--- src/rtl/core/assert_macros.svh ---
// Assertion helpers shared by the core RTL
`ifndef ASSERT_MACROS_SVH
`define ASSERT_MACROS_SVH

// Check that an antecedent implies a consequent in the same cycle
`define CHECK_IMPL(label, clk, rst, ante, cons, msg) \
   label: assert property (@(posedge clk) disable iff (rst) (ante) |-> (cons)) \
      else $error(msg);

// Check that a condition holds at every clock edge outside reset
`define CHECK_ALWAYS(label, clk, rst, cond, msg) \
   label: assert property (@(posedge clk) disable iff (rst) (cond)) else $error(msg);

`endif

--- src/rtl/core/hds_pkg.sv ---
package hds_pkg;

   // Storage depth default
   localparam int DEFAULT_MAX_POINTS = 1024;

   // Field widths
   localparam int OP_W       = 2;
   localparam int INDEX_W    = 10;
   localparam int TEMP_W     = 32;
   localparam int KIND_W     = 2;
   localparam int NPTS_W     = 11;
   localparam int COEF_W     = 16;
   localparam int SWEEPS_W   = 17;
   localparam int CSR_INDEX_W = 2;
   localparam int CSR_DATA_W  = 17;

   // Datapath widths: Laplacian, product, shifted delta, sum
   localparam int LAP_W   = 35;
   localparam int PROD_W  = LAP_W + COEF_W + 1;
   localparam int FRAC_W  = 16;
   localparam int DELTA_W = PROD_W - FRAC_W;
   localparam int SUM_W   = DELTA_W + 1;

   // Opcodes
   localparam logic [OP_W-1:0] OP_WRITE = 2'd0;
   localparam logic [OP_W-1:0] OP_RUN   = 2'd1;
   localparam logic [OP_W-1:0] OP_READ  = 2'd2;

   // Result kinds
   localparam logic [KIND_W-1:0] KIND_WRITE = 2'd0;
   localparam logic [KIND_W-1:0] KIND_RUN   = 2'd1;
   localparam logic [KIND_W-1:0] KIND_READ  = 2'd2;

   // Register indexes
   localparam logic [CSR_INDEX_W-1:0] CSR_NUM_POINTS  = 2'd0;
   localparam logic [CSR_INDEX_W-1:0] CSR_DIFF_COEF   = 2'd1;
   localparam logic [CSR_INDEX_W-1:0] CSR_SWEEP_COUNT = 2'd2;

   // Register reset values
   localparam logic [NPTS_W-1:0]   NUM_POINTS_RST  = 11'd1024;
   localparam logic [COEF_W-1:0]   DIFF_COEF_RST   = 16'd32768;
   localparam logic [SWEEPS_W-1:0] SWEEP_COUNT_RST = 17'd100000;

   // Saturation limits
   localparam logic signed [TEMP_W-1:0] TEMP_MAX = 32'sh7FFF_FFFF;
   localparam logic signed [TEMP_W-1:0] TEMP_MIN = 32'sh8000_0000;

   // Read issue toward the sweep pipeline
   typedef struct packed {
      logic valid;   // sweep read issued this cycle
      logic tap;     // address is at least two, a full stencil window follows
   } sweep_rd_type;

   // Writeback and status from the sweep pipeline
   typedef struct packed {
      logic en;      // write back one interior point
      logic busy;    // some stage still holds a point
   } sweep_stat_type;

   // One queued result
   typedef struct packed {
      logic signed [TEMP_W-1:0] read_value;
      logic [KIND_W-1:0]        kind;
   } rsp_item_type;

endpackage

--- src/rtl/core/hds_sweep.sv ---
module hds_sweep #(
   parameter int AW = 10
) (
   input  logic                                 clock,
   input  logic                                 reset,
   input  logic [hds_pkg::COEF_W-1:0]           coef,
   input  hds_pkg::sweep_rd_type                rd_ctl,
   input  logic [AW-1:0]                        rd_addr,
   input  logic signed [hds_pkg::TEMP_W-1:0]    rd_data,
   output hds_pkg::sweep_stat_type              stat,
   output logic [AW-1:0]                        wr_addr,
   output logic signed [hds_pkg::TEMP_W-1:0]    wr_data
);

   // Data stage: memory output arrives, window of the two older points
   logic                              d_valid_ff;
   logic                              d_tap_ff;
   logic [AW-1:0]                     d_addr_ff;
   logic signed [hds_pkg::TEMP_W-1:0] win0_ff;
   logic signed [hds_pkg::TEMP_W-1:0] win1_ff;
   // Laplacian stage
   logic                              s1_valid_ff;
   logic signed [hds_pkg::LAP_W-1:0]  lap_ff;
   logic signed [hds_pkg::TEMP_W-1:0] s1_cur_ff;
   logic [AW-1:0]                     s1_addr_ff;
   // Product stage
   logic                              s2_valid_ff;
   logic signed [hds_pkg::PROD_W-1:0] prod_ff;
   logic signed [hds_pkg::TEMP_W-1:0] s2_cur_ff;
   logic [AW-1:0]                     s2_addr_ff;

   logic signed [hds_pkg::LAP_W-1:0]   lap_in;
   logic signed [hds_pkg::PROD_W-1:0]  prod_in;
   logic signed [hds_pkg::DELTA_W-1:0] delta;
   logic signed [hds_pkg::SUM_W-1:0]   sum;

   // Left minus twice center plus right, exact
   assign lap_in = hds_pkg::LAP_W'(win0_ff) - (hds_pkg::LAP_W'(win1_ff) <<< 1)
                 + hds_pkg::LAP_W'(rd_data);

   // Coefficient is unsigned Q0.16
   assign prod_in = lap_ff * $signed({1'b0, coef});

   // Arithmetic shift floors toward minus infinity
   assign delta = prod_ff[hds_pkg::PROD_W-1:hds_pkg::FRAC_W];
   assign sum   = hds_pkg::SUM_W'(s2_cur_ff) + hds_pkg::SUM_W'(delta);

   // Saturate to the signed 32-bit range
   always_comb begin
      if (sum > hds_pkg::SUM_W'(hds_pkg::TEMP_MAX)) begin
         wr_data = hds_pkg::TEMP_MAX;
      end else if (sum < hds_pkg::SUM_W'(hds_pkg::TEMP_MIN)) begin
         wr_data = hds_pkg::TEMP_MIN;
      end else begin
         wr_data = sum[hds_pkg::TEMP_W-1:0];
      end
   end

   assign wr_addr   = s2_addr_ff;
   assign stat.en   = s2_valid_ff;
   assign stat.busy = d_valid_ff | s1_valid_ff | s2_valid_ff;

   // Advance the stage valids
   always_ff @(posedge clock) begin
      if (reset) begin
         d_valid_ff  <= 1'b0;
         s1_valid_ff <= 1'b0;
         s2_valid_ff <= 1'b0;
      end else begin
         d_valid_ff  <= rd_ctl.valid;
         s1_valid_ff <= d_valid_ff & d_tap_ff;
         s2_valid_ff <= s1_valid_ff;
      end
   end

   // Shift the window and carry payload down the stages
   always_ff @(posedge clock) begin
      d_tap_ff  <= rd_ctl.tap;
      d_addr_ff <= rd_addr;
      if (d_valid_ff) begin
         win0_ff <= win1_ff;
         win1_ff <= rd_data;
      end
      lap_ff     <= lap_in;
      s1_cur_ff  <= win1_ff;
      s1_addr_ff <= AW'(d_addr_ff - 1'b1);
      prod_ff    <= prod_in;
      s2_cur_ff  <= s1_cur_ff;
      s2_addr_ff <= s1_addr_ff;
   end

endmodule

--- config.mk ---
export PLATFORM = sky130hd
export DESIGN_NAME = hds_sweep
export DESIGN_NICKNAME = d
export VERILOG_FILES = /design/src/rtl/core/assert_macros.svh /design/src/rtl/core/hds_pkg.sv /design/src/rtl/core/hds_sweep.sv
export SDC_FILE = /design/constraint.sdc
export NUM_CORES = 2
export LEC_CHECK = 0
export BUFFER_PORTS_ARGS = -buffer_cell sky130_fd_sc_hd__buf_4
export CELL_PAD_IN_SITES_DETAIL_PLACEMENT = 0
export CELL_PAD_IN_SITES_GLOBAL_PLACEMENT = 2
export CORE_AREA = 2 2 347 246
export DETAILED_ROUTE_END_ITERATION = 8
export DIE_AREA = 0 0 349 248
export PLACE_DENSITY_LB_ADDON = 0.25
export SYNTH_ARGS = -nofsm -noshare
export SYNTH_HDL_FRONTEND = slang
export SYNTH_SLANG_ARGS = --single-unit
--- constraint.sdc ---
create_clock -name clock -period 7 [get_ports clock]
set_clock_uncertainty 0.15 [all_clocks]
set_input_delay 1.05 -clock clock [delete_from_list [all_inputs] [get_ports clock]]
set_output_delay 1.05 -clock clock [all_outputs]
set_load 0.05 [all_outputs]
==> impl_summary.log <==
[metrics] starting DRC count in detailed routing: 1063
[metrics] Distinct cells, synth: 72
[metrics] maximum level of the CTS H-tree: 1
[metrics] Sinks on Clock Net: 233
[metrics] worst hold slack after final layout: 0.168 ns
[metrics] period utilization: 0.977
[metrics] Post-Synthesis Net Count: 3859
[metrics] count of TritonRoute iterations in the first routing pass: 5
[metrics] maximum net fanout on the critical path: 31
[metrics] n_diodes: 0
[metrics] Area after DPL: 32400 um^2
[metrics] Port Buffer Count: 105
[metrics] slowest stage cell, crit path: sky130_fd_sc_hd__fa_1
[metrics] total wire length after detailed routing: 78900 um
[metrics] overall routing resource usage: 0.190
[metrics] time the worst path needs with I/O delays and setup: 6.84 ns
[metrics] share of cells above drive strength 1: 0.120
[metrics] max capacitance violation total: 0
[metrics] flip-flop cell with the highest count after synthesis: sky130_fd_sc_hd__dfxtp_1
[metrics] synthesis-to-finish area growth: 15.5%
[metrics] detailed-route wire length per cell: 18.1 um
[metrics] worst reg-to-reg setup slack: 0.35 ns
[metrics] number of buffers inserted during clock tree synthesis: 24
[metrics] source of the worst hold timing path: s1_cur_ff[13]
[metrics] TritonCTS clock tree: done
[metrics] horizontal extent of the die: 349 um
[metrics] number of antenna violations at the first check in global routing: 0
[metrics] number of hold-slack violations in the final timing report: 0
[metrics] insertion delay to the later sink of the worst-skew pair: 0.53 ns
[metrics] Worst Setup End Kind: flip-flop
[metrics] type of the most critical hold path: reg2reg
[metrics] Die Footprint: 86600 um^2
[metrics] cell area after synthesis: 28900 um^2
[metrics] Worst Path Required: 7.27 ns
[metrics] root cell of the clock tree: sky130_fd_sc_hd__clkbuf_16
[metrics] nature of the critical path startpoint: primary input
[metrics] total setup violations reported at the end of the flow: 0
[metrics] GR Overflow Total: 0
[metrics] number of cells on the worst hold path: 0
[metrics] routability congestion estimate: 0.893
[metrics] count of vias placed by the detailed router: 20500
[metrics] final-report max-slew violation count: 0
[metrics] Mean Syn Cell Area: 9.51 um^2
[metrics] initial standard-cell utilization of the core: 0.347
[metrics] Hold-fix buffers, CTS: 0
[metrics] antenna viol nets, final: 0
[metrics] type of the worst setup path: in2reg
[metrics] Fmax achieved: 0.146 GHz
[metrics] post-synthesis async set-or-reset flop share: 0
[metrics] design area: 33400 um^2
[metrics] pin count of the biggest net entering global routing: 67
[metrics] worst reg2reg path depth: 24
[metrics] buffer levels on the longest clock path: 3
[metrics] Worst path max stage delay: 0.53 ns
[metrics] Warnings, synthesis: 0
[metrics] number of global-route vias before repair: 22500
[metrics] cell type with the highest occurrence count on the critical path: sky130_fd_sc_hd__fa_1
[metrics] worst path bufs/invs: 8
[metrics] final HPWL from detailed placement: 64300 um
[metrics] clk slew on worst S/H paths: 0.06 ns
[metrics] Boundary Pins: 106
[metrics] headroom to the max-slew limit: 0.361
[metrics] wire length of the first global-routing pass: 127000 um
[metrics] core footprint: 83400 um^2
[metrics] category of cells accounting for the largest share of critical-path delay: adder cells
[metrics] Worst setup startpoint: coef[5]
[metrics] NumNets Final: 4077
[metrics] Levels on crit path: 25
[metrics] worst reg2reg endpoint: prod_ff[31]
[metrics] flop and latch count out of synthesis: 233
[metrics] DRC violation count after routing: 0
[metrics] # rows: 89
[metrics] Min-Delay Endpoint: s2_cur_ff[13]
[metrics] start of the worst register-to-register path: lap_ff[5]
[metrics] arrival time of data at the critical path endpoint: 7.11 ns
[metrics] outcome: finished, final reports clean
[metrics] transition at the pin with the smallest max-transition slack: 0.959 ns
[metrics] Avg Vias per Cell: 4.69
[metrics] number of synthesized flops with an enable pin: 64
[metrics] sequential share of the synthesized area: 0.183
[metrics] number of instances in the synthesized netlist: 3043
[metrics] height of the chip: 248 um
[metrics] accumulated negative setup slack: 0 ns
metal layers:
| layer | global-route usage | routed length, um |
|---|---|---|
| met1 | 0.275 | 38100 |
| met2 | 0.304 | 35400 |
| met3 | 0.0269 | 3920 |
| met4 | 0.0340 | 1450 |
| met5 | 0 | 0 |
sequential cells by signal, summed over array words and instances (netlist names):
signal	cells
s2_cur_ff	32
s2_valid_ff	1
lap_ff	35
d_valid_ff	1
s1_valid_ff	1
s1_addr_ff	10
prod_ff	36
d_tap_ff	1
win0_ff	32
wr_addr	10
s1_cur_ff	32
win1_ff	32
d_addr_ff	10
synthesized netlist by cell type, drive strengths merged, types with 5 or more instances:
cell    number  share of area
nor2        50         0.0065
inv        764          0.099
nor3        17         0.0029
a41oi        5         0.0027
o41ai        5         0.0028
o211ai       5         0.0013
nand2b      11         0.0024
buf          9         0.0019
o21a        17         0.0044
o21ai       78          0.013
fa         562           0.39
a31oi        9         0.0025
nand3       16         0.0028
o31ai        9         0.0027
dfxtp      169           0.12
a21oi       93          0.016
and3         8         0.0017
a21o        35         0.0091
nand2      402          0.052
xnor2       67          0.021
edfxtp      64          0.066
clkbuf     102          0.013
ha         192          0.083
o21bai      12         0.0035
nand4       13         0.0028
and2       206          0.045
a211oi       8         0.0022
or3          9         0.0019
nor2b       13         0.0028
xor2        42          0.013
stage by stage:
| stage | instances | setup WS [ns] | util |
|---|---|---|---|
| after detailed placement | 4324 | -0.962 | 0.389 |
| after CTS | 4368 | 0.0115 | 0.399 |
| after global placement | 4324 | -0.819 | 0.389 |
| after global routing | 4369 | -0.00551 | 0.401 |
| after floorplan | 3043 | 0.00285 | - |
| final | 4369 | 0.160 | 0.401 |
placed cells by master (no fill, tap or decap), drive strengths merged, types with 3 or more instances in the layout:
cell	count
a2111oi	4
a211oi	8
a21o	35
a21oi	93
a311oi	3
a31o	4
a31oi	9
a41oi	5
and2	206
and3	8
and4	4
buf	303
clkbuf	33
clkinv	6
dfxtp	169
edfxtp	64
fa	562
ha	192
inv	766
nand2	402
nand2b	11
nand3	16
nand4	13
nor2	50
nor2b	13
nor3	17
nor3b	3
nor4	3
o211ai	5
o21a	17
o21ai	78
o21bai	12
o221ai	4
o31ai	9
o41ai	5
or3	9
xnor2	67
xor2	42
worst reg2reg max path, delay by kind of cell (launching register included):
kind / cells / cell delay (ns)
xor+xnor: 1 / 0.13
fa+ha+maj: 7 / 3.29
buf+inv: 7 / 0.87
simple gates: 4 / 0.61
flops: 1 / 0.64
compound gates: 5 / 0.90
cell families after synthesis:
| kind of cell | share of synthesized area |
|---|---|
| and+or+nand+nor | 0.125 |
| buffers and inverters | 0.114 |
| adders and majority gates | 0.472 |
| xor gates and xnor gates | 0.0333 |
| AOI/OAI and AO/OA | 0.0726 |
| DFF | 0.183 |
worst max path at each step:
stage	endpoint	slack, ns
after CTS	prod_ff[45]	0.01
after floorplan	prod_ff[38]	0.003
after global placement	prod_ff[42]	-0.82
after detailed placement	prod_ff[45]	-0.96
final	prod_ff[37]	0.16
after global routing	prod_ff[49]	-0.006
repair_timing:
item,4_1_cts,5_1_grt
setup buffers,2,1
pin swaps,4,11
gates cloned,0,0
gates resized for setup,17,44
endpoints found under the setup margin,17,20
final cells by class:
class | instances | area, um^2
inverters | 764 | 2870
multi-input cells | 1935 | 20500
clock buffers | 33 | 676
flip-flops and latches | 233 | 5310
clock inverters | 9 | 72.6
repair buffers | 303 | 2650
well taps | 1092 | 1370
fillers | 8311 | 50000
Power is not shown: default switching activity piles up to over one toggle a cycle in this logic, so the estimate is an artifact.
