==> config.mk <==
export PLATFORM = sky130hd
export DESIGN_NAME = hds_rsp_queue_flat
export DESIGN_NICKNAME = d
export VERILOG_FILES = /design/src/rtl/core/hds_pkg.sv /design/src/rtl/core/hds_rsp_if.sv /design/src/rtl/core/hds_rsp_queue.sv /design/src/flat_wrapper.sv
export VERILOG_INCLUDE_DIRS = /design/src /design/src/rtl/core
export SDC_FILE = /design/constraint.sdc
export NUM_CORES = 1
export LEC_CHECK = 0
export BUFFER_PORTS_ARGS = -buffer_cell sky130_fd_sc_hd__buf_2
export CORE_UTILIZATION = 53
export DETAILED_ROUTE_END_ITERATION = 12
export PLACE_DENSITY = 0.8
export SYNTH_ARGS = -nofsm -noshare
export SYNTH_HDL_FRONTEND = slang
export SYNTH_SLANG_ARGS = --single-unit
export TNS_END_PERCENT = 20
==> constraint.sdc <==
create_clock -name clock -period 3.74 [get_ports clock]
set_clock_uncertainty 0.2 [all_clocks]
set_input_delay 0.374 -clock clock [delete_from_list [all_inputs] [get_ports clock]]
set_output_delay 0.374 -clock clock [all_outputs]
set_load 0.01 [all_outputs]
==> src/rtl/core/assert_macros.svh <==
// Assertion helpers shared by the core RTL
`ifndef ASSERT_MACROS_SVH
`define ASSERT_MACROS_SVH

// Check that an antecedent implies a consequent in the same cycle
`define CHECK_IMPL(label, clk, rst, ante, cons, msg) \
   label: assert property (@(posedge clk) disable iff (rst) (ante) |-> (cons)) \
      else $error(msg);

// Check that a condition holds at every clock edge outside reset
`define CHECK_ALWAYS(label, clk, rst, cond, msg) \
   label: assert property (@(posedge clk) disable iff (rst) (cond)) else $error(msg);

`endif

==> src/rtl/core/hds_pkg.sv <==
package hds_pkg;

   // Storage depth default
   localparam int DEFAULT_MAX_POINTS = 1024;

   // Field widths
   localparam int OP_W       = 2;
   localparam int INDEX_W    = 10;
   localparam int TEMP_W     = 32;
   localparam int KIND_W     = 2;
   localparam int NPTS_W     = 11;
   localparam int COEF_W     = 16;
   localparam int SWEEPS_W   = 17;
   localparam int CSR_INDEX_W = 2;
   localparam int CSR_DATA_W  = 17;

   // Datapath widths: Laplacian, product, shifted delta, sum
   localparam int LAP_W   = 35;
   localparam int PROD_W  = LAP_W + COEF_W + 1;
   localparam int FRAC_W  = 16;
   localparam int DELTA_W = PROD_W - FRAC_W;
   localparam int SUM_W   = DELTA_W + 1;

   // Opcodes
   localparam logic [OP_W-1:0] OP_WRITE = 2'd0;
   localparam logic [OP_W-1:0] OP_RUN   = 2'd1;
   localparam logic [OP_W-1:0] OP_READ  = 2'd2;

   // Result kinds
   localparam logic [KIND_W-1:0] KIND_WRITE = 2'd0;
   localparam logic [KIND_W-1:0] KIND_RUN   = 2'd1;
   localparam logic [KIND_W-1:0] KIND_READ  = 2'd2;

   // Register indexes
   localparam logic [CSR_INDEX_W-1:0] CSR_NUM_POINTS  = 2'd0;
   localparam logic [CSR_INDEX_W-1:0] CSR_DIFF_COEF   = 2'd1;
   localparam logic [CSR_INDEX_W-1:0] CSR_SWEEP_COUNT = 2'd2;

   // Register reset values
   localparam logic [NPTS_W-1:0]   NUM_POINTS_RST  = 11'd1024;
   localparam logic [COEF_W-1:0]   DIFF_COEF_RST   = 16'd32768;
   localparam logic [SWEEPS_W-1:0] SWEEP_COUNT_RST = 17'd100000;

   // Saturation limits
   localparam logic signed [TEMP_W-1:0] TEMP_MAX = 32'sh7FFF_FFFF;
   localparam logic signed [TEMP_W-1:0] TEMP_MIN = 32'sh8000_0000;

   // Read issue toward the sweep pipeline
   typedef struct packed {
      logic valid;   // sweep read issued this cycle
      logic tap;     // address is at least two, a full stencil window follows
   } sweep_rd_type;

   // Writeback and status from the sweep pipeline
   typedef struct packed {
      logic en;      // write back one interior point
      logic busy;    // some stage still holds a point
   } sweep_stat_type;

   // One queued result
   typedef struct packed {
      logic signed [TEMP_W-1:0] read_value;
      logic [KIND_W-1:0]        kind;
   } rsp_item_type;

endpackage

==> src/rtl/core/hds_rsp_if.sv <==
interface hds_rsp_if;
   logic                             valid;
   logic                             ready;
   logic signed [hds_pkg::TEMP_W-1:0] read_value;
   logic [hds_pkg::KIND_W-1:0]       kind;

   modport source (output valid, read_value, kind, input ready);
   modport sink   (input valid, read_value, kind, output ready);
endinterface

==> src/rtl/core/hds_rsp_queue.sv <==
`include "assert_macros.svh"

module hds_rsp_queue (
   input  logic                  clock,
   input  logic                  reset,
   input  logic                  push,
   input  hds_pkg::rsp_item_type push_item,
   output logic                  space,
   hds_rsp_if.source             rsp_if
);

   hds_pkg::rsp_item_type entry_ff [2];
   logic                  head_ff;
   logic [1:0]            count_ff;
   logic [1:0]            count_in;
   logic                  tail;
   logic                  pop;

   assign pop   = rsp_if.valid & rsp_if.ready;
   assign tail  = head_ff ^ count_ff[0];
   assign space = (count_ff != 2'd2);
   assign count_in = 2'(count_ff + {1'b0, push} - {1'b0, pop});

   assign rsp_if.valid      = (count_ff != 2'd0);
   assign rsp_if.read_value = entry_ff[head_ff].read_value;
   assign rsp_if.kind       = entry_ff[head_ff].kind;

   // Track fill level and head
   always_ff @(posedge clock) begin
      if (reset) begin
         head_ff  <= 1'b0;
         count_ff <= 2'd0;
      end else begin
         count_ff <= count_in;
         if (pop) begin
            head_ff <= ~head_ff;
         end
      end
   end

   // Store the pushed result at the tail
   always_ff @(posedge clock) begin
      if (push) begin
         entry_ff[tail] <= push_item;
      end
   end

   `CHECK_IMPL(a_no_push_when_full, clock, reset, push, count_ff != 2'd2, "push into full queue")
   `CHECK_ALWAYS(a_count_bound, clock, reset, count_ff != 2'd3, "queue count out of range")

endmodule

==> src/flat_wrapper.sv <==
// flat-port wrapper written by rule: the top's interface ports become plain ports
module hds_rsp_queue_flat 
  (clock, reset, push, push_item, space, rsp_if_valid, rsp_if_read_value, rsp_if_kind, rsp_if_ready);
  hds_rsp_if rsp_if_i ();
  input  logic clock;
  input  logic reset;
  input  logic push;
  input  hds_pkg::rsp_item_type push_item;
  output logic space;
  output wire logic [$bits(rsp_if_i.valid)-1:0] rsp_if_valid;
  output wire logic [$bits(rsp_if_i.read_value)-1:0] rsp_if_read_value;
  output wire logic [$bits(rsp_if_i.kind)-1:0] rsp_if_kind;
  input wire logic [$bits(rsp_if_i.ready)-1:0] rsp_if_ready;
  assign rsp_if_valid = rsp_if_i.valid;
  assign rsp_if_read_value = rsp_if_i.read_value;
  assign rsp_if_kind = rsp_if_i.kind;
  assign rsp_if_i.ready = rsp_if_ready;
  hds_rsp_queue u_core (.clock(clock), .reset(reset), .push(push), .push_item(push_item), .space(space), .rsp_if(rsp_if_i));
endmodule
==> flow_summary.html, run 1 <==
<table>
<tr><th>Metric</th><th>Value</th></tr>
<tr><th colspan="2">Outcome</th></tr>
<tr><td>Status</td><td>completed</td></tr>
<tr><th colspan="2">Clock network</th></tr>
<tr><td>Post-CTS setup repair buffer count</td><td>0</td></tr>
<tr><td>TritonCTS clock tree</td><td>done</td></tr>
<tr><td>Latest clock arrival within the worst-skew pair</td><td>approximately 0.34 ns</td></tr>
<tr><td>Total number of clock tree sinks</td><td>72</td></tr>
<tr><td>Number of buffers created by CTS</td><td>9</td></tr>
<tr><td>Reg clk slew, reported paths</td><td>~0.080 ns</td></tr>
<tr><td>Post-cts repair resize count</td><td>0</td></tr>
<tr><td>Clock Tree Root</td><td>clkbuf_8</td></tr>
<tr><td>Count of hold-fix buffers inserted at cts</td><td>0</td></tr>
<tr><td>Buffers from clock root to sink, at most</td><td>2</td></tr>
<tr><td>H-tree level count</td><td>3</td></tr>
<tr><th colspan="2">Cells and area</th></tr>
<tr><td># diodes</td><td>0</td></tr>
<tr><td>Post-layout nets</td><td>about 250</td></tr>
<tr><td>Non-filler instance count after layout</td><td>between 200 and 300</td></tr>
<tr><td>Final-layout fill cell count</td><td>~370</td></tr>
<tr><td>Synth-to-layout area growth</td><td>21.7%</td></tr>
<tr><td>Proportion of layout cells with a drive suffix above 1</td><td>~57%</td></tr>
<tr><th colspan="2">Routing</th></tr>
<tr><td>DRC violations left</td><td>0</td></tr>
<tr><td>Final Routed Wirelength</td><td>4.31 mm</td></tr>
<tr><td>Total number of vias</td><td>1376</td></tr>
<tr><td>Wire length per cell</td><td>15.2 um</td></tr>
<tr><td>Number of design-rule violations left by the first detailed-router iteration</td><td>74</td></tr>
<tr><td>Number of nets with antenna violations after detailed routing</td><td>0</td></tr>
<tr><td>Vias per cell</td><td>4.85</td></tr>
<tr><td>Number of optimization iterations in the first detailed-route pass</td><td>4</td></tr>
<tr><th colspan="2">GRT</th></tr>
<tr><td>Global-route wire length before repair</td><td>just over 6 mm</td></tr>
<tr><td>Grt met2 use</td><td>between 20 and 30%</td></tr>
<tr><td>Met1 usage in global routing</td><td>between 10% and 20%</td></tr>
<tr><td>Gr ovfl total</td><td>0</td></tr>
<tr><td>Global routing usage summed across all routing layers</td><td>16.3%</td></tr>
<tr><td>Initial antenna violation count</td><td>0</td></tr>
<tr><td>Global-route met3 utilization</td><td>6.29%</td></tr>
<tr><td>Maximum number of pins on one net before global-route repair</td><td>35</td></tr>
<tr><td>Layer with the highest usage</td><td>met2</td></tr>
<tr><td>Via count of the first global-routing pass</td><td>roughly 1300</td></tr>
<tr><th colspan="2">Synthesis</th></tr>
<tr><td>Sequential cell area fraction in the yosys report</td><td>roughly three quarters</td></tr>
<tr><td>Main flop type after synthesis</td><td>edfxtp_1</td></tr>
<tr><td>Mapped Nets</td><td>approximately 170</td></tr>
<tr><td>Dominant cell by count in the synthesized netlist</td><td>edfxtp_1</td></tr>
<tr><td>Synthesized flop and latch total</td><td>about 70</td></tr>
<tr><td>Synth top area share</td><td>a little over 70%</td></tr>
<tr><td>Share of synthesized flip-flops with an asynchronous set or reset</td><td>0%</td></tr>
<tr><td>Cell type with the highest aggregate area in the netlist</td><td>edfxtp_1</td></tr>
<tr><td>Number of flops mapped to enable cells by yosys</td><td>between 60 and 70</td></tr>
<tr><td>Netlist area before placement</td><td>around 2800 um^2</td></tr>
<tr><td>Count of mapped cells out of synthesis</td><td>approximately 130</td></tr>
<tr><td>Count of cell types in the netlist</td><td>15</td></tr>
<tr><td>Top post-synthesis cells by count</td><td>edfxtp_1 (68), mux2_4 (32), buf_6 (4), dfxtp_1 (4), mux2_1 (4)</td></tr>
<tr><td>Mapped Avg Cell Area</td><td>between 20 and 25 um^2</td></tr>
<tr><td>Largest cells by area after synthesis</td><td>edfxtp_1 (73%), mux2_4 (17%), dfxtp_1 (2.8%)</td></tr>
<tr><td>Yosys warning total</td><td>0</td></tr>
<tr><th colspan="2">STA</th></tr>
<tr><td>Final period util</td><td>between 60% and 70%</td></tr>
<tr><td>Hold Violations, Final</td><td>0</td></tr>
<tr><td>Least-Margin Pin Slew</td><td>~1.1 ns</td></tr>
<tr><td>Maximum frequency from static timing analysis</td><td>0.399 GHz</td></tr>
<tr><td>Smallest hold slack</td><td>between 0.02 and 0.025 ns</td></tr>
<tr><td>Setup repair after global routing missed its margin</td><td>false</td></tr>
<tr><td>Final setup violation count</td><td>0</td></tr>
<tr><td>Headroom to the max-slew limit</td><td>~27%</td></tr>
<tr><td>Tmin final</td><td>2.51 ns</td></tr>
<tr><td>Setup Total Neg Slack</td><td>0 ns</td></tr>
<tr><td>Number of max-slew violations in the final report</td><td>0</td></tr>
<tr><th colspan="2">Floorplan</th></tr>
<tr><td>Area of the core</td><td>~5100 um^2</td></tr>
<tr><td>Y dimension of the die</td><td>between 70 and 80 um</td></tr>
<tr><td>I/O pins</td><td>74</td></tr>
<tr><td>Horizontal extent of the die</td><td>around 75 um</td></tr>
<tr><td>Die Outline Area</td><td>between 5000 and 6000 um^2</td></tr>
<tr><td>Initial core utilization</td><td>a little under three fifths</td></tr>
<tr><td># rows</td><td>26</td></tr>
<tr><th colspan="2">Placed design</th></tr>
<tr><td>Number of placed instances with taps included</td><td>approximately 270</td></tr>
<tr><td>Half-perimeter wire length after placement</td><td>a little under 3 mm</td></tr>
<tr><td>Count of port buffers added during placement</td><td>73</td></tr>
<tr><td>Final weighted congestion in routability-driven placement</td><td>between 0.6 and 0.7</td></tr>
<tr><th colspan="2">Critical path</th></tr>
<tr><td>Worst Path Required</td><td>roughly 3.2 ns</td></tr>
<tr><td>Sequence of cells on the critical path</td><td>mux2_1, buf_2</td></tr>
<tr><td>Critical Path Slowest Stage Cell</td><td>dfxtp_2</td></tr>
<tr><td>Maximum fanout encountered on the critical timing path</td><td>34</td></tr>
<tr><td>Worst-case register-to-register setup slack</td><td>1.84 ns</td></tr>
<tr><td>Maximum single-stage delay on the critical path</td><td>1.05 ns</td></tr>
<tr><td>Kind of critical path</td><td>flop to output pin</td></tr>
<tr><td>Type of origin of the critical path</td><td>flop</td></tr>
<tr><td>Crit end category</td><td>output pin</td></tr>
<tr><td>WP data arrival</td><td>between 1.5 and 2 ns</td></tr>
<tr><th colspan="2">Power</th></tr>
<tr><td>Leakage component of the power</td><td>between 1 and 1.5 nW</td></tr>
<tr><td>PwrDens</td><td>739 nW/um^2</td></tr>
<tr><td>Max rail drop VDD</td><td>between 0.5 and 0.6 mV</td></tr>
<tr><th colspan="2">Run</th></tr>
<tr><td>Number of max-cap violations</td><td>0</td></tr>
<tr><th colspan="2">Hold path</th></tr>
<tr><td>Hold Crit Class</td><td>primary input to flop</td></tr>
</table>
report_power, final:
part | switching [W] | leakage, nW | total, W | internal [W]
logic | 0.000321 | 0.609 | 0.000708 | 0.000387
clock network | 0.000268 | 0.0937 | 0.000573 | 0.000305
registers | 0.000120 | 0.672 | 0.00125 | 0.00113
total | 0.000709 | 1.37 | 0.00253 | 0.00182
routing by layer:
layer / part of all wire, % / vias up / wire length [um]
met2: 54 / 45 / 2330
met3: 4.9 / 8 / 213
met1: 39 / 671 / 1680
li1: - / 652 / -
met5: 0 / - / 0
met4: 2.1 / 0 / 89
per-stage QoR:
stage | total power [W] | utilization [%] | setup slack, ns | cell area [um^2]
floorplan | 0.00175 | - | 1.20 | 2820
global route | 0.00266 | 67.1 | 1.12 | 3430
global placement | 0.00195 | 63.4 | 1.62 | 3240
detailed placement | 0.00199 | 63.4 | 1.56 | 3240
CTS | 0.00256 | 67.1 | 1.18 | 3430
finish | 0.00253 | 67.1 | 1.23 | 3430
path summary, 6_finish.rpt:
check / end / cells after the start / from
worst min-delay path: u_core.entry_ff[0][10] / 1 / push_item[10]
worst max-delay path: rsp_if_read_value[0] / 2 / flop
worst max register to register: u_core.entry_ff[0][29] / 2 / u_core.count_ff[0]
worst min register to register: flop / 2 / u_core.head_ff
sequential cells by signal, indices dropped and copies added (netlist names), named ones only:
register,flops
u_core.head_ff,1
u_core.entry_ff,68
u_core.count_ff,2
worst max-delay path: cells and delay by family (launching register included):
kind / cells / cell delay (ns)
buffers and inverters: 1 / 0.15
DFF: 1 / 1.05
muxes: 1 / 0.40
cells by family after synthesis:
group	count (synthesis)	share of synthesized area (%)
xor gates and xnor gates	2	1.11
AOI/OAI and AO/OA	1	0.533
and+or+nand+nor	8	1.42
muxes	36	18.7
DFF	72	75.4
buffers and inverters	7	2.00
adders and majority gates	2	0.889
cell usage in the layout (no fill, tap or decap), types with 2 or more instances in the layout:
master / instances
mux2_1: 4
dfxtp_1: 3
mux2_4: 32
nor2_1: 2
nor2b_1: 2
inv_1: 3
clkinv_2: 2
clkbuf_8: 9
edfxtp_1: 68
ha_1: 2
buf_2: 73
final cells by class:
cell class / count / area [um^2] / area share [%]
Sequential cell: 72 / 2120 / 62.0
Multi-Input combinational cell: 49 / 644 / 18.8
Timing Repair Buffer: 74 / 373 / 10.9
Clock buffer: 10 / 128 / 3.72
Tap cell: 70 / 87.6 / 2.56
Clock inverter: 6 / 60.1 / 1.75
Inverter: 3 / 11.3 / 0.329
No activity file was read; power rests on OpenSTA's default activity.
==> run 2: changes to the inputs <==
--- a/config.mk
+++ b/config.mk
@@ -7,9 +7,9 @@
 export NUM_CORES = 1
 export LEC_CHECK = 0
 export BUFFER_PORTS_ARGS = -buffer_cell sky130_fd_sc_hd__buf_2
-export CORE_UTILIZATION = 53
+export CORE_UTILIZATION = 52
 export DETAILED_ROUTE_END_ITERATION = 12
-export PLACE_DENSITY = 0.8
+export PLACE_DENSITY = 0.79
 export SYNTH_ARGS = -nofsm -noshare
 export SYNTH_HDL_FRONTEND = slang
 export SYNTH_SLANG_ARGS = --single-unit
==> constraint.sdc (replaced) <==
create_clock -name clock -period 2.6 [get_ports clock]
set_clock_uncertainty 0.2 [all_clocks]
set_input_delay 0.26 -clock clock [delete_from_list [all_inputs] [get_ports clock]]
set_output_delay 0.26 -clock clock [all_outputs]
set_load 0.01 [all_outputs]
==> run 2 against run 1 <==
Effect of this change: wire length up 14%; largest cell class unchanged; sequential power up 40%; critical path depth is 1 higher; global-route usage rose by 2.1 points; via count is 9.8% higher; clock power is 29% higher; die area is 1.9% higher.
==> flow_summary.html, run 2 (same netlist as run 1, synthesis figures left out) <==
<table>
<tr><th>Metric</th><th>Value</th></tr>
<tr><th colspan="2">Critical path</th></tr>
<tr><td>Maximum single-stage delay on the critical path</td><td>0.60 ns (was 1.05 ns)</td></tr>
<tr><td>Sequence of cells on the critical path</td><td>buf_12, mux2_1, buf_2 (was mux2_1, buf_2)</td></tr>
<tr><td>Maximum fanout encountered on the critical timing path</td><td>23 (was 34)</td></tr>
<tr><td>Worst Path Required</td><td>2.14 ns (was 3.17 ns)</td></tr>
<tr><td>Kind of critical path</td><td>flop to output pin (unchanged)</td></tr>
<tr><td>Type of origin of the critical path</td><td>flop (unchanged)</td></tr>
<tr><td>Critical Path Slowest Stage Cell</td><td>dfxtp_2 (unchanged)</td></tr>
<tr><td>Crit end category</td><td>output pin (unchanged)</td></tr>
<tr><td>WP data arrival</td><td>1.71 ns (was 1.93 ns)</td></tr>
<tr><td>Reg2reg start</td><td>u_core.count_ff[0] (unchanged)</td></tr>
<tr><th colspan="2">Cells and area</th></tr>
<tr><td>Final-layout fill cell count</td><td>305 (was 371)</td></tr>
<tr><td>Synth-to-layout area growth</td><td>34.4% (was 21.7%)</td></tr>
<tr><td>Proportion of layout cells with a drive suffix above 1</td><td>49.8% (was 57.5%)</td></tr>
<tr><td>Biggest regs</td><td>u_core.entry_ff: 68 flops, u_core.count_ff: 2 flops, u_core.head_ff: 1 flops (unchanged)</td></tr>
<tr><td># diodes</td><td>0 (unchanged)</td></tr>
<tr><td>Register with the highest flop count</td><td>u_core.entry_ff (unchanged)</td></tr>
<tr><td>Commonest cells after routing, fill and taps aside</td><td>buf_2 (73), edfxtp_1 (68), dlygate4sd3_1 (35) (was buf_2 (73), edfxtp_1 (68), mux2_4 (32))</td></tr>
<tr><td>Post-layout utilization of the core</td><td>73.1% (was 67.1%)</td></tr>
<tr><td>Non-filler instance count after layout</td><td>321 (was 284)</td></tr>
<tr><td>Number of flip-flops under the largest register name</td><td>68 (unchanged)</td></tr>
<tr><td>Most frequent standard cell in the layout excluding fill and tap cells</td><td>buf_2 (unchanged)</td></tr>
<tr><td>Multi-input gate area</td><td>644 um^2 (unchanged)</td></tr>
<tr><td>Post-layout nets</td><td>286 (was 249)</td></tr>
<tr><td>Sequential Area</td><td>2120 um^2 (unchanged)</td></tr>
<tr><th colspan="2">GRT</th></tr>
<tr><td>Via count of the first global-routing pass</td><td>1526 (was 1345)</td></tr>
<tr><td>Global-route wire length before repair</td><td>7.06 mm (was 6.10 mm)</td></tr>
<tr><td>Initial antenna violation count</td><td>0 (unchanged)</td></tr>
<tr><td>Gr ovfl total</td><td>0 (unchanged)</td></tr>
<tr><td>Maximum number of pins on one net before global-route repair</td><td>35 (unchanged)</td></tr>
<tr><td>Global routing usage summed across all routing layers</td><td>18.4% (was 16.3%)</td></tr>
<tr><th colspan="2">Clock network</th></tr>
<tr><td>Latest clock arrival within the worst-skew pair</td><td>0.33 ns (was 0.34 ns)</td></tr>
<tr><td>Clock Tree Root</td><td>clkbuf_8 (unchanged)</td></tr>
<tr><td>TritonCTS clock tree</td><td>done (unchanged)</td></tr>
<tr><td>Buffers from clock root to sink, at most</td><td>2 (unchanged)</td></tr>
<tr><td>Total number of clock tree sinks</td><td>72 (unchanged)</td></tr>
<tr><td>Reg clk slew, reported paths</td><td>0.07 ns (was 0.08 ns)</td></tr>
<tr><td>H-tree level count</td><td>3 (unchanged)</td></tr>
<tr><td>Number of buffers created by CTS</td><td>9 (unchanged)</td></tr>
<tr><th colspan="2">Placed design</th></tr>
<tr><td>Number of placed instances with taps included</td><td>270 (was 268)</td></tr>
<tr><td>Final weighted congestion in routability-driven placement</td><td>0.701 (was 0.696)</td></tr>
<tr><td>Count of port buffers added during placement</td><td>73 (unchanged)</td></tr>
<tr><td>Half-perimeter wire length after placement</td><td>3.12 mm (was 2.91 mm)</td></tr>
<tr><th colspan="2">STA</th></tr>
<tr><td>Headroom to the max-slew limit</td><td>69.7% (was 27.3%)</td></tr>
<tr><td>Final setup violation count</td><td>0 (unchanged)</td></tr>
<tr><td>Hold Violations, Final</td><td>0 (unchanged)</td></tr>
<tr><td>Least-Margin Pin Slew</td><td>0.455 ns (was 1.09 ns)</td></tr>
<tr><td>Number of max-slew violations in the final report</td><td>0 (unchanged)</td></tr>
<tr><td>Tmin final</td><td>~2.2 ns</td></tr>
<tr><td>Final period util</td><td>around 83%</td></tr>
<tr><td>Setup Total Neg Slack</td><td>0 ns (unchanged)</td></tr>
<tr><td>Maximum frequency from static timing analysis</td><td>~0.46 GHz</td></tr>
<tr><td>Setup repair after global routing missed its margin</td><td>false (unchanged)</td></tr>
<tr><th colspan="2">Floorplan</th></tr>
<tr><td>Horizontal extent of the die</td><td>75.6 um (was 74.9 um)</td></tr>
<tr><td># rows</td><td>26 (unchanged)</td></tr>
<tr><td>I/O pins</td><td>74 (unchanged)</td></tr>
<tr><td>Die Outline Area</td><td>5710 um^2 (was 5610 um^2)</td></tr>
<tr><td>Initial core utilization</td><td>54.4% (was 55.1%)</td></tr>
<tr><td>Area of the core</td><td>5170 um^2 (was 5110 um^2)</td></tr>
<tr><td>Y dimension of the die</td><td>75.6 um (was 74.9 um)</td></tr>
<tr><th colspan="2">Routing</th></tr>
<tr><td>Wire length per cell</td><td>15.3 um (was 15.2 um)</td></tr>
<tr><td>Vias per cell</td><td>4.71 (was 4.85)</td></tr>
<tr><td>Number of optimization iterations in the first detailed-route pass</td><td>4 (unchanged)</td></tr>
<tr><td>Number of design-rule violations left by the first detailed-router iteration</td><td>61 (was 74)</td></tr>
<tr><td>Number of nets with antenna violations after detailed routing</td><td>0 (unchanged)</td></tr>
<tr><td>DRC violations left</td><td>0 (unchanged)</td></tr>
<tr><td>Final Routed Wirelength</td><td>4.90 mm (was 4.31 mm)</td></tr>
<tr><td>Total number of vias</td><td>1511 (was 1376)</td></tr>
<tr><th colspan="2">Run</th></tr>
<tr><td>Number of max-cap violations</td><td>0 (unchanged)</td></tr>
<tr><th colspan="2">Hold path</th></tr>
<tr><td>Worst Min Path Start</td><td>push (was push_item[10])</td></tr>
<tr><td>Hold Crit Class</td><td>primary input to flop (unchanged)</td></tr>
<tr><th colspan="2">Power</th></tr>
<tr><td>PwrDens</td><td>960 nW/um^2 (was 739 nW/um^2)</td></tr>
<tr><td>Leakage component of the power</td><td>1.53 nW (was 1.37 nW)</td></tr>
<tr><td>Max rail drop VDD</td><td>0.827 mV (was 0.556 mV)</td></tr>
<tr><th colspan="2">Outcome</th></tr>
<tr><td>Status</td><td>completed (unchanged)</td></tr>
</table>
==> run 2: metrics by stage <==
| step | setup slack (ns) | total power (W) | cell area (um^2) | hold WS, ns |
|---|---|---|---|---|
| 2_1_floorplan | 0.0565 | 0.00251 | 2820 | 0.132 |
| 3_3_place_gp | 0.847 | 0.00283 | 3270 | 0.250 |
| 3_5_place_dp | 0.769 | 0.00290 | 3270 | 0.251 |
| 4_1_cts | 0.422 | 0.00366 | 3780 | 0.105 |
| 5_1_grt | 0.339 | 0.00382 | 3780 | 0.120 |
| 6_report | 0.430 | 0.00363 | 3780 | 0.109 |
==> run 2: path summary, 6_finish.rpt <==
path | slack (ns) | end | cells after the start
setup reg to reg | 0.79 | u_core.entry_ff[1][12] | 3
hold / removal | 0.11 | u_core.count_ff[0] | 3
setup / recovery | 0.43 | rsp_if_read_value[31] | 3
hold reg to reg | 0.48 | flop | 2
==> run 2: final cells by class <==
type | count | share of cell area, %
multi-input cells | 49 | 17.0
clock inverters | 4 | 0.529
inverters | 3 | 0.298
repair buffers | 111 | 19.8
well taps | 70 | 2.32
flip-flops and latches | 72 | 56.1
clock buffers | 12 | 3.84
==> run 2: timing repair <==
item                                   4_1_cts  5_1_grt
hold buffers                                35        0
setup buffers                                0        0
endpoints found under the hold margin       70        0
gates resized for setup                      0        0
==> run 2: worst max-delay path: cells and delay by family, from the launching register on <==
kind / cells / cell delay, ns
buffers and inverters: 2 / 0.41
flip-flops: 1 / 0.60
multiplexers: 1 / 0.36
==> run 2: routing by layer <==
layer	part of all wire (%)	up-vias	global-route usage, %	wire length [um]
met5	0	-	0	0
met4	1.7	0	9.05	81
met3	4.1	6	5.56	203
met2	55	45	33.3	2700
met1	39	735	19.6	1920
li1	-	725	-	-
==> run 2: power by group <==
part           internal, W  switching, W
Sequential         0.00163      0.000124
Clock             0.000366      0.000374
Combinational     0.000607      0.000531
Total              0.00260       0.00103
==> run 3: changes to the inputs <==
--- a/config.mk
+++ b/config.mk
@@ -6,6 +6,7 @@
 export SDC_FILE = /design/constraint.sdc
 export NUM_CORES = 1
 export LEC_CHECK = 0
+export ABC_AREA = 1
 export BUFFER_PORTS_ARGS = -buffer_cell sky130_fd_sc_hd__buf_2
 export CORE_UTILIZATION = 52
 export DETAILED_ROUTE_END_ITERATION = 12
==> constraint.sdc (replaced) <==
create_clock -name clock -period 2.19 [get_ports clock]
set_clock_uncertainty 0.2 [all_clocks]
set_input_delay 0.219 -clock clock [delete_from_list [all_inputs] [get_ports clock]]
set_output_delay 0.219 -clock clock [all_outputs]
set_load 0.01 [all_outputs]
==> run 3 against run 2 <==
Effect of this change: design area up 1.1%; first-iteration DRC count grew 28%; largest power group unchanged; clock power rose by 30%; utilization rose by 0.80 points.
==> flow_summary.html, run 3 <==
<table>
<tr><th>Metric</th><th>Value</th></tr>
<tr><th colspan="2">Synthesis</th></tr>
<tr><td>Cell type with the highest aggregate area in the netlist</td><td>edfxtp_1 (unchanged)</td></tr>
<tr><td>Top post-synthesis cells by count</td><td>edfxtp_1 (68), mux2_4 (30), inv_1 (9) (was edfxtp_1 (68), mux2_4 (32), buf_6 (4), dfxtp_1 (4), mux2_1 (4))</td></tr>
<tr><td>Sequential cell area fraction in the yosys report</td><td>75.0% (was 75.4%)</td></tr>
<tr><td>Synth top area share</td><td>72.1% (was 72.5%)</td></tr>
<tr><td>Main flop type after synthesis</td><td>edfxtp_1 (unchanged)</td></tr>
<tr><td>Mapped Avg Cell Area</td><td>20.2 um^2 (was 22.0 um^2)</td></tr>
<tr><td>Dominant cell by count in the synthesized netlist</td><td>edfxtp_1 (unchanged)</td></tr>
<tr><td>Mapped Nets</td><td>180 (was 168)</td></tr>
<tr><td>Number of flops mapped to enable cells by yosys</td><td>68 (unchanged)</td></tr>
<tr><td>Netlist area before placement</td><td>2830 um^2 (was 2820 um^2)</td></tr>
<tr><td>Count of cell types in the netlist</td><td>14 (was 15)</td></tr>
<tr><td>Synthesized flop and latch total</td><td>72 (unchanged)</td></tr>
<tr><td>Largest cells by area after synthesis</td><td>edfxtp_1 (72%), mux2_4 (16%), dfxtp_1 (2.8%) (was edfxtp_1 (73%), mux2_4 (17%), dfxtp_1 (2.8%))</td></tr>
<tr><td>Yosys warning total</td><td>0 (unchanged)</td></tr>
<tr><td>Share of synthesized flip-flops with an asynchronous set or reset</td><td>0% (unchanged)</td></tr>
<tr><td>Count of mapped cells out of synthesis</td><td>140 (was 128)</td></tr>
<tr><th colspan="2">Critical path</th></tr>
<tr><td>Kind of critical path</td><td>flop to output pin (unchanged)</td></tr>
<tr><td>Sequence of cells on the critical path</td><td>buf_12, mux2_2, buf_2 (was buf_12, mux2_1, buf_2)</td></tr>
<tr><td>Worst-case register-to-register setup slack</td><td>0.44 ns (was 0.79 ns)</td></tr>
<tr><td>Type of origin of the critical path</td><td>flop (unchanged)</td></tr>
<tr><td>Maximum single-stage delay on the critical path</td><td>0.38 ns (was 0.60 ns)</td></tr>
<tr><td>Critical Path Slowest Stage Cell</td><td>mux2_2 (was dfxtp_2)</td></tr>
<tr><td>Buf+Inv Stages, Crit Path</td><td>2 (unchanged)</td></tr>
<tr><td>Maximum fanout encountered on the critical timing path</td><td>34 (was 23)</td></tr>
<tr><td>Cell family with most CP delay</td><td>buffers and inverters (was flip-flops)</td></tr>
<tr><td>WP data arrival</td><td>1.44 ns (was 1.71 ns)</td></tr>
<tr><td>Worst Path Required</td><td>1.77 ns (was 2.14 ns)</td></tr>
<tr><td>Crit end category</td><td>output pin (unchanged)</td></tr>
<tr><th colspan="2">Routing</th></tr>
<tr><td>Wire length per cell</td><td>14.4 um (was 15.3 um)</td></tr>
<tr><td>Total number of vias</td><td>1597 (was 1511)</td></tr>
<tr><td>Number of design-rule violations left by the first detailed-router iteration</td><td>78 (was 61)</td></tr>
<tr><td>Number of optimization iterations in the first detailed-route pass</td><td>4 (unchanged)</td></tr>
<tr><td>Final Routed Wirelength</td><td>4.83 mm (was 4.90 mm)</td></tr>
<tr><td>DRC violations left</td><td>0 (unchanged)</td></tr>
<tr><td>Vias per cell</td><td>4.77 (was 4.71)</td></tr>
<tr><td>Number of nets with antenna violations after detailed routing</td><td>0 (unchanged)</td></tr>
<tr><th colspan="2">STA</th></tr>
<tr><td>Final setup violation count</td><td>0 (unchanged)</td></tr>
<tr><td>Setup repair after global routing missed its margin</td><td>false (unchanged)</td></tr>
<tr><td>Tmin final</td><td>between 1.5 and 2 ns</td></tr>
<tr><td>Maximum frequency from static timing analysis</td><td>roughly 0.54 GHz</td></tr>
<tr><td>Number of max-slew violations in the final report</td><td>0 (unchanged)</td></tr>
<tr><td>Least-Margin Pin Slew</td><td>0.299 ns (was 0.455 ns)</td></tr>
<tr><td>Setup Total Neg Slack</td><td>0 ns (unchanged)</td></tr>
<tr><td>Headroom to the max-slew limit</td><td>80.0% (was 69.7%)</td></tr>
<tr><td>Hold Violations, Final</td><td>0 (unchanged)</td></tr>
<tr><td>Final period util</td><td>84.9%</td></tr>
<tr><th colspan="2">Clock network</th></tr>
<tr><td>Clock Tree Root</td><td>clkbuf_8 (unchanged)</td></tr>
<tr><td>Reg clk slew, reported paths</td><td>0.07 ns (about the same)</td></tr>
<tr><td>Number of buffers created by CTS</td><td>9 (unchanged)</td></tr>
<tr><td>H-tree level count</td><td>3 (unchanged)</td></tr>
<tr><td>Post-cts repair resize count</td><td>0 (unchanged)</td></tr>
<tr><td>TritonCTS clock tree</td><td>done (unchanged)</td></tr>
<tr><td>Total number of clock tree sinks</td><td>72 (unchanged)</td></tr>
<tr><td>Latest clock arrival within the worst-skew pair</td><td>0.33 ns (about the same)</td></tr>
<tr><td>Buffers from clock root to sink, at most</td><td>2 (unchanged)</td></tr>
<tr><th colspan="2">Cells and area</th></tr>
<tr><td>Register with the highest flop count</td><td>u_core.entry_ff (unchanged)</td></tr>
<tr><td>Proportion of layout cells with a drive suffix above 1</td><td>48.3% (was 49.8%)</td></tr>
<tr><td>Sequential Area</td><td>2120 um^2 (unchanged)</td></tr>
<tr><td>Post-layout nets</td><td>300 (was 286)</td></tr>
<tr><td>Non-filler instance count after layout</td><td>335 (was 321)</td></tr>
<tr><td># diodes</td><td>0 (unchanged)</td></tr>
<tr><td>Biggest regs</td><td>u_core.entry_ff: 68 flops, u_core.count_ff: 2 flops, u_core.head_ff: 1 flops (unchanged)</td></tr>
<tr><td>Most frequent standard cell in the layout excluding fill and tap cells</td><td>buf_2 (unchanged)</td></tr>
<tr><td>Commonest cells after routing, fill and taps aside</td><td>buf_2 (73), edfxtp_1 (68), dlygate4sd3_1 (36) (was buf_2 (73), edfxtp_1 (68), dlygate4sd3_1 (35))</td></tr>
<tr><td>Number of flip-flops under the largest register name</td><td>68 (unchanged)</td></tr>
<tr><td>Multi-input gate area</td><td>612 um^2 (was 644 um^2)</td></tr>
<tr><td>Synth-to-layout area growth</td><td>35.1% (was 34.4%)</td></tr>
<tr><td>Final-layout fill cell count</td><td>317 (was 305)</td></tr>
<tr><th colspan="2">Floorplan</th></tr>
<tr><td>Die Outline Area</td><td>5740 um^2 (was 5710 um^2)</td></tr>
<tr><td>I/O pins</td><td>74 (unchanged)</td></tr>
<tr><td>Horizontal extent of the die</td><td>75.8 um (was 75.6 um)</td></tr>
<tr><td>Initial core utilization</td><td>54.7% (was 54.4%)</td></tr>
<tr><td>Area of the core</td><td>5170 um^2 (unchanged)</td></tr>
<tr><td>Y dimension of the die</td><td>75.8 um (was 75.6 um)</td></tr>
<tr><td># rows</td><td>26 (unchanged)</td></tr>
<tr><th colspan="2">GRT</th></tr>
<tr><td>Initial antenna violation count</td><td>0 (unchanged)</td></tr>
<tr><td>Via count of the first global-routing pass</td><td>1567 (was 1526)</td></tr>
<tr><td>Global routing usage summed across all routing layers</td><td>18.0% (was 18.4%)</td></tr>
<tr><td>Global-route wire length before repair</td><td>6.95 mm (was 7.06 mm)</td></tr>
<tr><td>Maximum number of pins on one net before global-route repair</td><td>35 (unchanged)</td></tr>
<tr><td>Gr ovfl total</td><td>0 (unchanged)</td></tr>
<tr><th colspan="2">Placed design</th></tr>
<tr><td>Number of placed instances with taps included</td><td>283 (was 270)</td></tr>
<tr><td>Count of port buffers added during placement</td><td>73 (unchanged)</td></tr>
<tr><td>Final weighted congestion in routability-driven placement</td><td>0.741 (was 0.701)</td></tr>
<tr><td>Half-perimeter wire length after placement</td><td>2.81 mm (was 3.12 mm)</td></tr>
<tr><th colspan="2">Hold path</th></tr>
<tr><td>Hold Crit Class</td><td>primary input to flop (unchanged)</td></tr>
<tr><th colspan="2">Power</th></tr>
<tr><td>PwrDens</td><td>1170 nW/um^2 (was 960 nW/um^2)</td></tr>
<tr><td>Max rail drop VDD</td><td>0.748 mV (was 0.827 mV)</td></tr>
<tr><td>Leakage component of the power</td><td>1.56 nW (was 1.53 nW)</td></tr>
<tr><th colspan="2">Outcome</th></tr>
<tr><td>Status</td><td>completed (unchanged)</td></tr>
<tr><th colspan="2">Run</th></tr>
<tr><td>Number of max-cap violations</td><td>0 (unchanged)</td></tr>
</table>
==> run 3: layer usage <==
layer	vias to the layer above	global-route usage, %	part of all wire, %
li1	765	-	-
met1	743	18.0	37
met2	76	32.4	53
met3	13	5.29	6.6
met4	0	11.5	2.6
met5	-	0	0
==> run 3: final timing paths <==
kind                      startpoint               endpoint  cells past startpoint
hold / removal                  push     u_core.count_ff[0]                      4
setup reg to reg  u_core.count_ff[0]  u_core.entry_ff[1][9]                      3
hold reg to reg       u_core.head_ff                   flop                      2
setup / recovery                flop  rsp_if_read_value[31]                      3
==> run 3: cell families (layout without fill, tap and decap cells) <==
kind of cell,after synthesis,after routing,share of synthesized area (%)
flops,72,72,75.0
mux,34,34,17.5
simple gates,17,17,2.43
buf+inv,13,138,3.71
fa+ha+maj,2,2,0.884
compound gates,1,1,0.177
xor+xnor,1,1,0.310
==> run 3: cell type report <==
cell class,instances,area share [%]
Sequential cell,72,55.5
Clock buffer,9,3.24
Timing Repair Buffer,113,20.4
Multi-Input combinational cell,55,16.0
Clock inverter,7,1.64
Inverter,9,0.884
Tap cell,70,2.29
==> run 3: what timing repair did <==
action / 4_1_cts / 5_1_grt
hold endpoints to repair: 72 / 0
hold buffers: 36 / 0
setup buffers: 0 / 0
==> run 3: metrics by stage <==
step                      setup slack [ns]  total power, W  hold slack, ns  cell area, um^2  util, %
after floorplan                      0.180         0.00303          0.0902             2830        -
after global placement               0.491         0.00342           0.195             3280     63.4
after detailed placement             0.433         0.00347           0.197             3280     63.4
after CTS                            0.284         0.00449          0.0474             3820     73.9
after global routing                 0.265         0.00470          0.0671             3820     73.9
final                                0.330         0.00446          0.0738             3820     73.9
==> run 3: worst register-to-register path, delay by kind of cell (launching register included) <==
family                 cells  cell delay (ns)
flip-flops                 1             0.38
AND/OR/NAND/NOR            1             0.35
XOR/XNOR                   1             0.29
buffers and inverters      1             0.23
==> run 3: power by group <==
| group | switching, W | total (W) | internal, W |
|---|---|---|---|
| Combinational | 0.000726 | 0.00145 | 0.000721 |
| Clock | 0.000451 | 0.000964 | 0.000513 |
| Sequential | 0.000100 | 0.00204 | 0.00194 |
| Total | 0.00128 | 0.00446 | 0.00318 |
